[src/current_load_regulator_macros.svh]
// Assertion macros used by the regulator core.
`ifndef CURRENT_LOAD_REGULATOR_MACROS_SVH
`define CURRENT_LOAD_REGULATOR_MACROS_SVH

// A condition that must hold at every clock edge outside reset.
`define CLR_ASSERT_ALWAYS(lbl, cond, msg) \
    lbl: assert property (@(posedge i_clk) disable iff (!i_rst_n) (cond)) \
        else $error(msg);

// A consequence that must hold in the cycle after its trigger.
`define CLR_ASSERT_NEXT(lbl, ante, cons, msg) \
    lbl: assert property (@(posedge i_clk) disable iff (!i_rst_n) (ante) |=> (cons)) \
        else $error(msg);

`endif

[src/clr_pkg.sv]
// Shared types, codes and constants of the current load regulator.
package clr_pkg;

    // Field widths.
    localparam int OP_W         = 2;
    localparam int SAMPLE_W     = 10;
    localparam int SETPOINT_W   = 16;
    localparam int GAIN_W       = 16;
    localparam int DUTY_W       = 10;
    localparam int LEVEL_W      = 22;
    localparam int CFG_IDX_W    = 2;
    localparam int CFG_DATA_W   = 16;

    // Scaling: Q8 gain product and the milliamp value taken from it.
    localparam int GAIN_FRAC_W  = 8;
    localparam int PROD_W       = SAMPLE_W + GAIN_W;
    localparam int MA_W         = PROD_W - GAIN_FRAC_W;

    // Reciprocal shift used to split a sample by a window length.
    localparam int RECIP_SHIFT  = 20;

    // Widest remainders over the allowed window lengths.
    localparam int OFF_REM_MAX_W = 6;
    localparam int MEA_REM_MAX_W = 7;

    // Window lengths.
    localparam int OFFSET_SAMPLES_DEF  = 50;
    localparam int MEASURE_SAMPLES_DEF = 126;

    // Operation codes.
    localparam logic [OP_W-1:0] OP_CAL  = 2'd0;
    localparam logic [OP_W-1:0] OP_MEAS = 2'd1;
    localparam logic [OP_W-1:0] OP_TICK = 2'd2;

    // Configuration register indexes.
    localparam logic [CFG_IDX_W-1:0] CFG_POWER_MODE   = 2'd0;
    localparam logic [CFG_IDX_W-1:0] CFG_CURRENT_GAIN = 2'd1;
    localparam logic [CFG_IDX_W-1:0] CFG_DUTY_MAX     = 2'd2;

    // Configuration reset values.
    localparam logic [GAIN_W-1:0] GAIN_RESET     = 16'd12512;
    localparam logic [DUTY_W-1:0] DUTY_MAX_RESET = 10'd1023;

    typedef struct packed {
        logic [OP_W-1:0]       operation;
        logic [SAMPLE_W-1:0]   sample;
        logic                  run_enable;
        logic [SETPOINT_W-1:0] setpoint;
    } t_in_item;

    typedef struct packed {
        logic [DUTY_W-1:0]   duty_out;
        logic [LEVEL_W-1:0]  measured_value;
        logic [SAMPLE_W-1:0] offset_raw;
        logic                window_done;
    } t_out_item;

    typedef struct packed {
        logic              power_mode;
        logic [GAIN_W-1:0] current_gain;
        logic [DUTY_W-1:0] duty_max;
    } t_cfg;

    // Input register contents: the item with its sample split per window.
    typedef struct packed {
        logic                     valid;
        logic [OP_W-1:0]          operation;
        logic                     run_enable;
        logic [SETPOINT_W-1:0]    setpoint;
        logic [SAMPLE_W-1:0]      off_quo;
        logic [OFF_REM_MAX_W-1:0] off_rem;
        logic [SAMPLE_W-1:0]      mea_quo;
        logic [MEA_REM_MAX_W-1:0] mea_rem;
    } t_split;

endpackage

[src/clr_in_if.sv]
// Input channel carrying one regulator item per beat.
interface clr_in_if;
    logic              valid;
    logic              ready;
    clr_pkg::t_in_item data;

    modport source (output valid, output data, input ready);
    modport sink (input valid, input data, output ready);
endinterface

[src/clr_out_if.sv]
// Output channel carrying one regulator result per beat.
interface clr_out_if;
    logic               valid;
    logic               ready;
    clr_pkg::t_out_item data;

    modport source (output valid, output data, input ready);
    modport sink (input valid, input data, output ready);
endinterface

[src/current_load_regulator.sv]
// Top level of the current load regulator.
//
//  Channel    Dir  Beat / write
//  i_item     in   operation, sample, run_enable, setpoint
//  o_result   out  duty_out, measured_value, offset_raw, window_done
//  i_cfg_*    in   register index and data, taken when i_cfg_we is high
//
// One item per cycle while the result is not stalled, window ends included; a
// result is valid once its item has passed the input register, then the result register.
// The window sums are split at the input register so that the core adds,
// scales with one gain multiply and steps the duty in the same cycle.
// Reset sets configuration to its defaults and clears all state but the payloads.
// While a result stalls, the input register still takes one more beat.
module current_load_regulator #(
    parameter int OFFSET_SAMPLES  = clr_pkg::OFFSET_SAMPLES_DEF,
    parameter int MEASURE_SAMPLES = clr_pkg::MEASURE_SAMPLES_DEF
) (
    input  logic                            i_clk,
    input  logic                            i_rst_n,
    clr_in_if.sink                          i_item,
    clr_out_if.source                       o_result,
    input  logic                            i_cfg_we,
    input  logic [clr_pkg::CFG_IDX_W-1:0]   i_cfg_index,
    input  logic [clr_pkg::CFG_DATA_W-1:0]  i_cfg_data
);

    clr_pkg::t_cfg   cfg;
    clr_pkg::t_split stage;
    logic            take;

    clr_cfg u_cfg (
        .i_clk       (i_clk),
        .i_rst_n     (i_rst_n),
        .i_cfg_we    (i_cfg_we),
        .i_cfg_index (i_cfg_index),
        .i_cfg_data  (i_cfg_data),
        .o_cfg       (cfg)
    );

    clr_split #(
        .OFFSET_SAMPLES  (OFFSET_SAMPLES),
        .MEASURE_SAMPLES (MEASURE_SAMPLES)
    ) u_split (
        .i_clk   (i_clk),
        .i_rst_n (i_rst_n),
        .i_item  (i_item),
        .i_take  (take),
        .o_stage (stage)
    );

    clr_core #(
        .OFFSET_SAMPLES  (OFFSET_SAMPLES),
        .MEASURE_SAMPLES (MEASURE_SAMPLES)
    ) u_core (
        .i_clk    (i_clk),
        .i_rst_n  (i_rst_n),
        .i_stage  (stage),
        .i_cfg    (cfg),
        .o_take   (take),
        .o_result (o_result)
    );

endmodule

[src/clr_cfg.sv]
// Configuration registers of the regulator with their write decode.
module clr_cfg (
    input  logic                             i_clk,
    input  logic                             i_rst_n,
    input  logic                             i_cfg_we,
    input  logic [clr_pkg::CFG_IDX_W-1:0]    i_cfg_index,
    input  logic [clr_pkg::CFG_DATA_W-1:0]   i_cfg_data,
    output clr_pkg::t_cfg                    o_cfg
);

    clr_pkg::t_cfg r_cfg;

    // Decode the register index; unknown indexes are dropped.
    always_ff @(posedge i_clk) begin
        if (!i_rst_n) begin
            r_cfg.power_mode   <= 1'b0;
            r_cfg.current_gain <= clr_pkg::GAIN_RESET;
            r_cfg.duty_max     <= clr_pkg::DUTY_MAX_RESET;
        end else if (i_cfg_we) begin
            case (i_cfg_index)
                clr_pkg::CFG_POWER_MODE: begin
                    r_cfg.power_mode <= i_cfg_data[0];
                end
                clr_pkg::CFG_CURRENT_GAIN: begin
                    r_cfg.current_gain <= i_cfg_data[clr_pkg::GAIN_W-1:0];
                end
                clr_pkg::CFG_DUTY_MAX: begin
                    r_cfg.duty_max <= i_cfg_data[clr_pkg::DUTY_W-1:0];
                end
                default: begin
                end
            endcase
        end
    end

    assign o_cfg = r_cfg;

endmodule

[src/clr_split.sv]
// Input register that splits each sample into quotient and remainder per window.
module clr_split #(
    parameter int OFFSET_SAMPLES  = clr_pkg::OFFSET_SAMPLES_DEF,
    parameter int MEASURE_SAMPLES = clr_pkg::MEASURE_SAMPLES_DEF
) (
    input  logic            i_clk,
    input  logic            i_rst_n,
    clr_in_if.sink          i_item,
    input  logic            i_take,
    output clr_pkg::t_split o_stage
);

    localparam int SampleW = clr_pkg::SAMPLE_W;
    localparam int Shift   = clr_pkg::RECIP_SHIFT;
    localparam int ProdW   = SampleW + Shift + 1;

    // Rounded-up reciprocals; exact for every 10-bit sample at this shift.
    localparam int OffRecipI = ((1 << Shift) + OFFSET_SAMPLES - 1) / OFFSET_SAMPLES;
    localparam int MeaRecipI = ((1 << Shift) + MEASURE_SAMPLES - 1) / MEASURE_SAMPLES;
    localparam logic [Shift:0]     OffRecip = OffRecipI[Shift:0];
    localparam logic [Shift:0]     MeaRecip = MeaRecipI[Shift:0];
    localparam logic [SampleW-1:0] OffN     = OFFSET_SAMPLES[SampleW-1:0];
    localparam logic [SampleW-1:0] MeaN     = MEASURE_SAMPLES[SampleW-1:0];

    clr_pkg::t_split      r_stage;
    logic [ProdW-1:0]     off_prod;
    logic [ProdW-1:0]     mea_prod;
    logic [SampleW-1:0]   off_quo;
    logic [SampleW-1:0]   mea_quo;
    logic [SampleW-1:0]   off_rem;
    logic [SampleW-1:0]   mea_rem;
    logic                 load;

    // Divide the incoming sample by each window length.
    always_comb begin
        off_prod = {{(Shift + 1){1'b0}}, i_item.data.sample} * {{SampleW{1'b0}}, OffRecip};
        mea_prod = {{(Shift + 1){1'b0}}, i_item.data.sample} * {{SampleW{1'b0}}, MeaRecip};
        off_quo  = off_prod[Shift +: SampleW];
        mea_quo  = mea_prod[Shift +: SampleW];
        off_rem  = i_item.data.sample - off_quo * OffN;
        mea_rem  = i_item.data.sample - mea_quo * MeaN;
    end

    // The register frees up whenever the core takes its beat.
    assign i_item.ready = !r_stage.valid || i_take;
    assign load         = i_item.ready && i_item.valid;

    // Valid flag under reset, payload loaded on every accepted beat.
    always_ff @(posedge i_clk) begin
        if (!i_rst_n) begin
            r_stage.valid <= 1'b0;
        end else if (i_item.ready) begin
            r_stage.valid <= i_item.valid;
        end
        if (load) begin
            r_stage.operation  <= i_item.data.operation;
            r_stage.run_enable <= i_item.data.run_enable;
            r_stage.setpoint   <= i_item.data.setpoint;
            r_stage.off_quo    <= off_quo;
            r_stage.off_rem    <= off_rem[clr_pkg::OFF_REM_MAX_W-1:0];
            r_stage.mea_quo    <= mea_quo;
            r_stage.mea_rem    <= mea_rem[clr_pkg::MEA_REM_MAX_W-1:0];
        end
    end

    assign o_stage = r_stage;

endmodule

[src/clr_core.sv]
// Regulator core: window accumulation, scaling, duty stepping and the
// result register.
`include "current_load_regulator_macros.svh"

module clr_core #(
    parameter int OFFSET_SAMPLES  = clr_pkg::OFFSET_SAMPLES_DEF,
    parameter int MEASURE_SAMPLES = clr_pkg::MEASURE_SAMPLES_DEF
) (
    input  logic            i_clk,
    input  logic            i_rst_n,
    input  clr_pkg::t_split i_stage,
    input  clr_pkg::t_cfg   i_cfg,
    output logic            o_take,
    clr_out_if.source       o_result
);

    localparam int SampleW = clr_pkg::SAMPLE_W;
    localparam int DutyW   = clr_pkg::DUTY_W;
    localparam int LevelW  = clr_pkg::LEVEL_W;
    localparam int ProdW   = clr_pkg::PROD_W;
    localparam int MaW     = clr_pkg::MA_W;
    localparam int OffW    = $clog2(OFFSET_SAMPLES + 1);
    localparam int MeaW    = $clog2(MEASURE_SAMPLES + 1);

    localparam logic [OffW-1:0] OffN  = OFFSET_SAMPLES[OffW-1:0];
    localparam logic [MeaW-1:0] MeaN  = MEASURE_SAMPLES[MeaW-1:0];
    localparam logic [OffW:0]   OffNx = OFFSET_SAMPLES[OffW:0];
    localparam logic [MeaW:0]   MeaNx = MEASURE_SAMPLES[MeaW:0];

    // Window state: running sum kept as quotient and remainder.
    logic [SampleW-1:0] r_off_quo, n_off_quo;
    logic [OffW-1:0]    r_off_rem, n_off_rem;
    logic [OffW-1:0]    r_off_cnt, n_off_cnt;
    logic [SampleW-1:0] r_off_avg, n_off_avg;
    logic [SampleW-1:0] r_mea_quo, n_mea_quo;
    logic [MeaW-1:0]    r_mea_rem, n_mea_rem;
    logic [MeaW-1:0]    r_mea_cnt, n_mea_cnt;
    logic [LevelW-1:0]  r_level, n_level;
    logic [DutyW-1:0]   r_duty, n_duty;

    logic               r_out_valid;
    clr_pkg::t_out_item r_out, n_out;

    logic [OffW:0]      off_rem_sum;
    logic               off_wrap;
    logic [OffW:0]      off_rem_adj;
    logic [SampleW-1:0] off_quo_sum;
    logic [OffW-1:0]    off_cnt_inc;
    logic [MeaW:0]      mea_rem_sum;
    logic               mea_wrap;
    logic [MeaW:0]      mea_rem_adj;
    logic [SampleW-1:0] mea_quo_sum;
    logic [MeaW-1:0]    mea_cnt_inc;
    logic [SampleW-1:0] diff;
    logic [ProdW-1:0]   prod;
    logic [MaW-1:0]     milliamps;
    logic [LevelW-1:0]  scaled;
    logic               done;

    assign o_take = i_stage.valid && (!r_out_valid || o_result.ready);

    // Add the split sample into both windows.
    always_comb begin
        off_rem_sum = {1'b0, r_off_rem} + {1'b0, i_stage.off_rem[OffW-1:0]};
        off_wrap    = off_rem_sum >= OffNx;
        off_rem_adj = off_wrap ? off_rem_sum - OffNx : off_rem_sum;
        off_quo_sum = r_off_quo + i_stage.off_quo + {{(SampleW - 1){1'b0}}, off_wrap};
        off_cnt_inc = r_off_cnt + 1'b1;

        mea_rem_sum = {1'b0, r_mea_rem} + {1'b0, i_stage.mea_rem[MeaW-1:0]};
        mea_wrap    = mea_rem_sum >= MeaNx;
        mea_rem_adj = mea_wrap ? mea_rem_sum - MeaNx : mea_rem_sum;
        mea_quo_sum = r_mea_quo + i_stage.mea_quo + {{(SampleW - 1){1'b0}}, mea_wrap};
        mea_cnt_inc = r_mea_cnt + 1'b1;
    end

    // Scale the finished measurement average against the offset.
    always_comb begin
        diff      = (mea_quo_sum >= r_off_avg) ? mea_quo_sum - r_off_avg
                                               : r_off_avg - mea_quo_sum;
        prod      = {{clr_pkg::GAIN_W{1'b0}}, diff} * {{SampleW{1'b0}}, i_cfg.current_gain};
        milliamps = prod[ProdW-1:clr_pkg::GAIN_FRAC_W];
        if (i_cfg.power_mode) begin
            // Times twelve as eight plus four.
            scaled = {1'b0, milliamps, 3'b000} + {2'b00, milliamps, 2'b00};
        end else begin
            scaled = {{(LevelW - MaW){1'b0}}, milliamps};
        end
    end

    // Next state and result for the item in the input register.
    always_comb begin
        n_off_quo = r_off_quo;
        n_off_rem = r_off_rem;
        n_off_cnt = r_off_cnt;
        n_off_avg = r_off_avg;
        n_mea_quo = r_mea_quo;
        n_mea_rem = r_mea_rem;
        n_mea_cnt = r_mea_cnt;
        n_level   = r_level;
        n_duty    = r_duty;
        done      = 1'b0;
        n_out.duty_out = '0;

        case (i_stage.operation)
            clr_pkg::OP_CAL: begin
                if (off_cnt_inc == OffN) begin
                    n_off_avg = off_quo_sum;
                    n_off_quo = '0;
                    n_off_rem = '0;
                    n_off_cnt = '0;
                    done      = 1'b1;
                end else begin
                    n_off_quo = off_quo_sum;
                    n_off_rem = off_rem_adj[OffW-1:0];
                    n_off_cnt = off_cnt_inc;
                end
            end
            clr_pkg::OP_MEAS: begin
                if (mea_cnt_inc == MeaN) begin
                    n_level   = scaled;
                    n_mea_quo = '0;
                    n_mea_rem = '0;
                    n_mea_cnt = '0;
                    done      = 1'b1;
                end else begin
                    n_mea_quo = mea_quo_sum;
                    n_mea_rem = mea_rem_adj[MeaW-1:0];
                    n_mea_cnt = mea_cnt_inc;
                end
            end
            clr_pkg::OP_TICK: begin
                if (i_stage.run_enable) begin
                    if ({{(LevelW - clr_pkg::SETPOINT_W){1'b0}}, i_stage.setpoint} > r_level) begin
                        if (r_duty != '0) begin
                            n_duty = r_duty - 1'b1;
                        end
                    end else if (r_duty < i_cfg.duty_max) begin
                        n_duty = r_duty + 1'b1;
                    end
                    n_out.duty_out = n_duty;
                end
            end
            default: begin
            end
        endcase

        n_out.measured_value = n_level;
        n_out.offset_raw     = n_off_avg;
        n_out.window_done    = done;
    end

    // State and output valid.
    always_ff @(posedge i_clk) begin
        if (!i_rst_n) begin
            r_off_quo   <= '0;
            r_off_rem   <= '0;
            r_off_cnt   <= '0;
            r_off_avg   <= '0;
            r_mea_quo   <= '0;
            r_mea_rem   <= '0;
            r_mea_cnt   <= '0;
            r_level     <= '0;
            r_duty      <= '0;
            r_out_valid <= 1'b0;
        end else begin
            if (o_take) begin
                r_off_quo <= n_off_quo;
                r_off_rem <= n_off_rem;
                r_off_cnt <= n_off_cnt;
                r_off_avg <= n_off_avg;
                r_mea_quo <= n_mea_quo;
                r_mea_rem <= n_mea_rem;
                r_mea_cnt <= n_mea_cnt;
                r_level   <= n_level;
                r_duty    <= n_duty;
            end
            if (o_take) begin
                r_out_valid <= 1'b1;
            end else if (o_result.ready) begin
                r_out_valid <= 1'b0;
            end
        end
    end

    // Result payload.
    always_ff @(posedge i_clk) begin
        if (o_take) begin
            r_out <= n_out;
        end
    end

    assign o_result.valid = r_out_valid;
    assign o_result.data  = r_out;

    `CLR_ASSERT_ALWAYS(a_off_rem_range, r_off_rem < OffN, "offset remainder out of range")
    `CLR_ASSERT_ALWAYS(a_mea_rem_range, r_mea_rem < MeaN, "measure remainder out of range")
    `CLR_ASSERT_NEXT(a_window_clears, o_take && done, (r_off_cnt == '0 && r_off_quo == '0 && r_off_rem == '0) || (r_mea_cnt == '0 && r_mea_quo == '0 && r_mea_rem == '0), "window end did not clear its sum")
    `CLR_ASSERT_NEXT(a_stopped_tick, o_take && i_stage.operation == clr_pkg::OP_TICK && !i_stage.run_enable, $stable(r_duty) && r_out.duty_out == '0, "stopped tick moved the duty")

endmodule
[src/flat_wrapper.sv]
// flat-port wrapper written by rule: the top's interface ports become plain ports
module current_load_regulator_flat 
#(
    parameter int OFFSET_SAMPLES  = clr_pkg::OFFSET_SAMPLES_DEF,
    parameter int MEASURE_SAMPLES = clr_pkg::MEASURE_SAMPLES_DEF
)
  (i_clk, i_rst_n, i_cfg_we, i_cfg_index, i_cfg_data, i_item_valid, i_item_data, i_item_ready, o_result_valid, o_result_data, o_result_ready);
  clr_in_if i_item_i ();
  clr_out_if o_result_i ();
  input  logic i_clk;
  input  logic i_rst_n;
  input  logic i_cfg_we;
  input  logic [clr_pkg::CFG_IDX_W-1:0] i_cfg_index;
  input  logic [clr_pkg::CFG_DATA_W-1:0] i_cfg_data;
  input wire logic [$bits(i_item_i.valid)-1:0] i_item_valid;
  input wire logic [$bits(i_item_i.data)-1:0] i_item_data;
  output wire logic [$bits(i_item_i.ready)-1:0] i_item_ready;
  output wire logic [$bits(o_result_i.valid)-1:0] o_result_valid;
  output wire logic [$bits(o_result_i.data)-1:0] o_result_data;
  input wire logic [$bits(o_result_i.ready)-1:0] o_result_ready;
  assign i_item_i.valid = i_item_valid;
  assign i_item_i.data = i_item_data;
  assign i_item_ready = i_item_i.ready;
  assign o_result_valid = o_result_i.valid;
  assign o_result_data = o_result_i.data;
  assign o_result_i.ready = o_result_ready;
  current_load_regulator #(.OFFSET_SAMPLES(OFFSET_SAMPLES), .MEASURE_SAMPLES(MEASURE_SAMPLES)) u_core (.i_clk(i_clk), .i_rst_n(i_rst_n), .i_item(i_item_i), .o_result(o_result_i), .i_cfg_we(i_cfg_we), .i_cfg_index(i_cfg_index), .i_cfg_data(i_cfg_data));
endmodule
[config.mk]
export PLATFORM = sky130hd
export DESIGN_NAME = current_load_regulator_flat
export DESIGN_NICKNAME = d
export VERILOG_FILES = /design/src/clr_pkg.sv /design/src/clr_in_if.sv /design/src/clr_out_if.sv /design/src/current_load_regulator.sv /design/src/clr_cfg.sv /design/src/clr_split.sv /design/src/clr_core.sv /design/src/flat_wrapper.sv
export VERILOG_INCLUDE_DIRS = /design/src /design/src/src
export SDC_FILE = /design/constraint.sdc
export NUM_CORES = 1
export LEC_CHECK = 0
export BUFFER_PORTS_ARGS = -buffer_cell sky130_fd_sc_hd__buf_2
export CORE_ASPECT_RATIO = 2
export CORE_MARGIN = 5
export CORE_UTILIZATION = 32
export CTS_BUF_LIST = sky130_fd_sc_hd__clkbuf_8 sky130_fd_sc_hd__clkbuf_16
export DETAILED_ROUTE_END_ITERATION = 12
export GPL_ROUTABILITY_DRIVEN = 0
export GPL_TIMING_DRIVEN = 0
export SETUP_SLACK_MARGIN = 0.5
export SLEW_MARGIN = 20
export SYNTH_ARGS = -nofsm -noshare
export SYNTH_HDL_FRONTEND = slang
export SYNTH_SLANG_ARGS = --single-unit
[constraint.sdc]
create_clock -name i_clk -period 16.1 [get_ports i_clk]
set_input_delay 2.415 -clock i_clk [delete_from_list [all_inputs] [get_ports i_clk]]
set_output_delay 2.415 -clock i_clk [all_outputs]
set_load 0.01 [all_outputs]
# Word level (Yosys, flattened, before mapping)
# Index checks and enable logic that the tools add are counted.
[op_classes]
n_eq_ne = 6
addsub = 17
div = 0
n_mux = 22
n_lt_le_gt_ge = 5
multipliers = 5
bitwise_logic = 0
reduce_logical = 17
n_shift = 0
[op_table]
columns = ["op", "n"]
rows = [
  ["$mux W10", 8],
  ["$mux W22", 3],
  ["$mul A10 B16 Y26", 1],
  ["$mul A10 B14 Y24 const B", 1],
  ["$mul A10 B13 Y23 const B", 1],
  ["$add A21 B20 Y22", 1],
  ["$gt A16 B22 Y1", 1],
  ["$mux W7", 3],
  ["$add A10 B1 Y10", 2],
  ["$sub A10 B10 Y10", 2],
  ["$mux W6", 3],
  ["$reduce_and A2 Y1", 6],
  ["$add A10 B1 Y10 const B", 1],
  ["$add A10 B4 Y10", 1],
  ["$add A10 B5 Y10", 1],
  ["$ge A10 B10 Y1", 1],
  ["$lt A10 B10 Y1", 1],
  ["$reduce_bool A10 Y1", 1],
  ["$sub A10 B1 Y10 const B", 1],
  ["$add A7 B7 Y8", 1],
  ["$ge A8 B7 Y1 const B", 1],
  ["$add A6 B6 Y7", 1],
  ["$add A7 B1 Y7 const B", 1],
  ["$eq A7 B7 Y1 const B", 1],
  ["19 further kinds", 28],
]
[totals]
register_bits = 201
inputBits = 52
elab_cells = 97
out_inout_bits = 45
ram_bits = 0
latch_bits = 0
mem_count = 0
mem_bits_ro = 0

# Longest topological paths before layout
[depth]
word_depth = 10
depth_mapped = 61
mapped_depth_nobuf = 58

# Modules after synthesis
# Synthesis repeated with hierarchy kept, for this count alone.
[hier_totals]
cells_unflattened = 2294
area_unflattened_um2 = 20872.5
[by_module_without_submodules]
columns = ["mod", "cells_each", "instances", "area_each_um2", "seq_area_each_um2"]
rows = [
  ["clr_core", 1704, 1, 14575.2, 3072.9],
  ["clr_split", 472, 1, 5167.5, 1221.2],
  ["clr_cfg", 118, 1, 1129.8, 540.5],
]

# Least setup slack after synthesis
# No wires, ideal clock.
[synth_timing]
path_kind = "flip-flop to flip-flop"
start = "register u_core.u_split.o_stage[17] (netlist name)"
end = "register u_core.u_core.r_out, in the netlist u_core.u_core.o_result.data[29], data pin"
arrival_time_ns = 12.617
setup_ns = 0.269
stages_incl_launch_ff = 58
t_required_ns = 15.831
path_slack_ns = 3.214
n_path_buf = 4
period_less_slack_ns = 12.886
cell_sequence = "edfxtp_1 > ha_1 > fa_1 > a21oi_1 > nor2_1 > nor2_1 > xnor2_1 > and2_1 > nand4_1 > o21ai_1 > inv_1 > fa_1 > fa_1 > nor2b_1 > o21ai_0 > nand2_1 > xor2_1 > ha_1 > (+22 left out) > clkbuf_2 > a21o_1 > a311o_1 > a21o_1 > a21oi_1 > xnor2_1 > ha_1 > and4_1 > a21oi_1 > o311a_1 > o21bai_1 > a21oi_1 > o21ai_0 > maj3_2 > a21o_4 > a31oi_1 > xor2_1 > o31ai_1"
[synth_rtl]
columns = ["element", "line_no", "text"]
rows = [
  ["end signal, assigned", "clr_core.sv:189", "r_out <= n_out;"],
  ["end, declared", "clr_core.sv:42", "clr_pkg::t_out_item r_out, n_out;"],
]

==> results.yml <==
timing:
  fin_crit_sh: 0.9303
  max-slew-margin-rel: 0.3797
  skew_ns: 0.02605
  period_minus_slack_ns: 14.98
  hold_viol: 0
  rsz0062_at_grt: "no"
  fin_setup_tns_ns: 0
  clock.fmax_mhz: 66.77
  setup_viol: 0
  tightest_slew_ns: 0.9305
  maxSlewViolCount: 0
  holdWs_ns: 0.4597
grt:
  antenna_found_initial: 0
  grt_overflow: 0
  grt_max_degree: 37
  grt.total_usage: 0.1659
  grt_pass1_vias: 17690
  grt_pass1_wl_um: 91140
floorplan:
  die_h_um: 365.7
  core-area_mm2: 0.06279
  pin_count: 97
  initial_utilization: 0.3225
  die_width_um: 187.9
  row_count: 130
  dieArea_mm2: 0.06871
synthesis:
  netlist_instances: 2240
  synth-seq-cells: 200
  syn_area_mm2: 0.02025
  synth_top_flop_cell: "dfxtp_1"
  synthArstFlopShare: 0
  yosysSeqAreaShare: 0.2388
  synth_edf_count: 83
  yosysWarnings: 0
  ys_types: 94
  synth_area_per_cell_um2: 9.039
  synth_nets: 2730
hold_path:
  hold_class: "flip-flop to flip-flop"
  holdCritStartpoint: "u_core.u_core.r_level[1]$_SDFFE_PN0P_"
  hold_depth: 2
final_layout:
  n_fill_cell: 6422
  drive_gt1_frac: 0.08020
  area_growth_pct: 11.09
  fin_nets: 2854
  final_common_cell: "inv_1"
  instances_no_fill: 3161
  final_cell_mix: "317 x inv_1, 276 x ha_1, 231 x nand2_1"
  finalInstanceArea_mm2: 0.02249
  diodes: 0
setup_path:
  endpoint_kind: "flip-flop"
  required_ns: 16.35
  r2r-start: "u_core.u_split.o_stage[17]$_DFFE_PP_"
  crit_path_max_incr_delay_ns: 0.57
  cp_slowest_cell: "fa_1"
  path_common_cell: "fa_1"
  worstPathBufferInverterCount: 8
  startpoint: "u_core.u_split.o_stage[17]$_DFFE_PP_"
  worstSetupPathDepth: 57
  worstSetupPathType: "flip-flop to flip-flop"
  path_max_fanout: 10
  critPathLaunchType: "flip-flop"
  critical-path-top-delay-family: "adder cells"
  rr_worst_depth: 57
  cp.arrival_ns: 15.23
job:
  maxCapViolations: 0
clock_tree:
  cts_tree: "done"
  cts_setup_buffers: 0
  insertion_delay_ns: 0.52
  clk_path_buf_depth: 3
  clkTransAtPathRegs_ns: 0.07
  numClockSinks: 200
  htree_levels: 4
  cts_hold_buffers: 0
  numCtsBuffers: 25
  cts_resized: 0
  cts_root_buf: "clkbuf_16"
routing:
  wl_per_cell_um: 17.97
  ant_nets: 0
  drt-vias-per-instance: 5.121
  drt_pass1_iterations: 5
  drc: 0
  vias: 16190
  drt_wl_total_um: 56820
  drtIter0Drc: 678
placement:
  dp_cells: 3129
  place.port_buffers: 95
  place_area_mm2: 0.02177
  dp_hpwl_um: 47880
status:
  status: "complete, no violations"
[layout make-up]
cell class / count / area (um^2) / share of cell area
flip-flops and latches: 200 / 4835 / 0.2149
well taps: 792 / 991.0 / 0.04406
clock buffers: 27 / 653.1 / 0.02904
multi-input cells: 1639 / 13940 / 0.6196
plain buffers: 84 / 340.3 / 0.01513
clock inverters: 5 / 32.53 / 0.001446
inverters: 317 / 1190 / 0.05290
repair buffers: 97 / 515.5 / 0.02292
[registers in the layout (all words and copies together), names as in the netlist]
register,flops
u_core.u_core.r_mea_cnt,7
u_core.u_core.o_result.valid,1
u_core.u_core.r_mea_quo,10
u_core.u_core.r_off_avg,10
u_core.u_core.r_level,22
u_core.u_core.r_off_rem,6
u_core.u_core.o_result.data,43
u_core.u_cfg.o_cfg,27
u_core.u_core.r_off_quo,10
u_core.u_split.o_stage,41
u_core.u_core.r_off_cnt,6
u_core.u_core.r_mea_rem,7
u_core.u_core.r_duty,10
[worst register-to-register path: cells and delay by family (launching register included)]
family	cells	cell delay, ns
adders and majority gates	13	5.47
buffers and inverters	8	1.28
and+or+nand+nor	11	1.62
xor gates and xnor gates	5	1.30
DFF	1	0.50
AOI/OAI and AO/OA	20	4.55
[worst paths after layout]
check | slack, ns | end
worst min register to register | 0.46 | u_core.u_core.r_level[1]$_SDFFE_PN0P_
worst min-delay path | 0.46 | u_core.u_core.r_level[1]$_SDFFE_PN0P_
worst max register to register | 1.12 | u_core.u_core.o_result.data[29]$_DFFE_PP_
worst max-delay path | 1.12 | u_core.u_core.o_result.data[29]$_DFFE_PP_
[cells by family after synthesis]
| group | synth area share |
|---|---|
| fa+ha+maj | 0.3313 |
| flops | 0.2388 |
| simple gates | 0.1567 |
| xor+xnor | 0.04900 |
| compound gates | 0.1368 |
| buf+inv | 0.07527 |
| mux | 0.01211 |
[cell usage after synthesis, types with 21 or more instances]
master / number / area (um^2)
a211oi_1: 23 / 172.7
a21o_1: 47 / 352.8
a21oi_1: 138 / 690.7
and2_1: 86 / 538.0
and3_1: 21 / 131.4
clkbuf_1: 73 / 274.0
dfxtp_1: 117 / 2342
edfxtp_1: 83 / 2492
fa_1: 162 / 3243
ha_1: 276 / 3453
inv_1: 316 / 1186
nand2_1: 231 / 867.1
nand2b_1: 22 / 137.6
nand3_1: 40 / 200.2
nor2_1: 113 / 424.2
nor2b_1: 25 / 156.4
nor3_1: 30 / 150.1
o211ai_1: 21 / 157.7
o21ai_0: 84 / 420.4
xnor2_1: 67 / 586.8
xor2_1: 40 / 350.3
[metal layers]
layer  vias to the layer above  global-route usage  part of all wire
met3                       187             0.02201             0.031
met5                         -                   0                 0
met2                       370              0.3286              0.55
li1                       7768                   -                 -
met4                         0              0.1243             0.086
met1                      7864              0.1481              0.33
[through the flow]
stage / util / worst slack, ns
2_1_floorplan: - / 3.214
3_3_place_gp: 0.3458 / 1.094
3_5_place_dp: 0.3467 / 0.9188
4_1_cts: 0.3577 / 0.8704
5_1_grt: 0.3583 / 0.4938
6_report: 0.3583 / 1.123
Power is left out: the tool's default activity adds up to more than one toggle a clock period on the data nets, which glitch-free logic cannot reach.
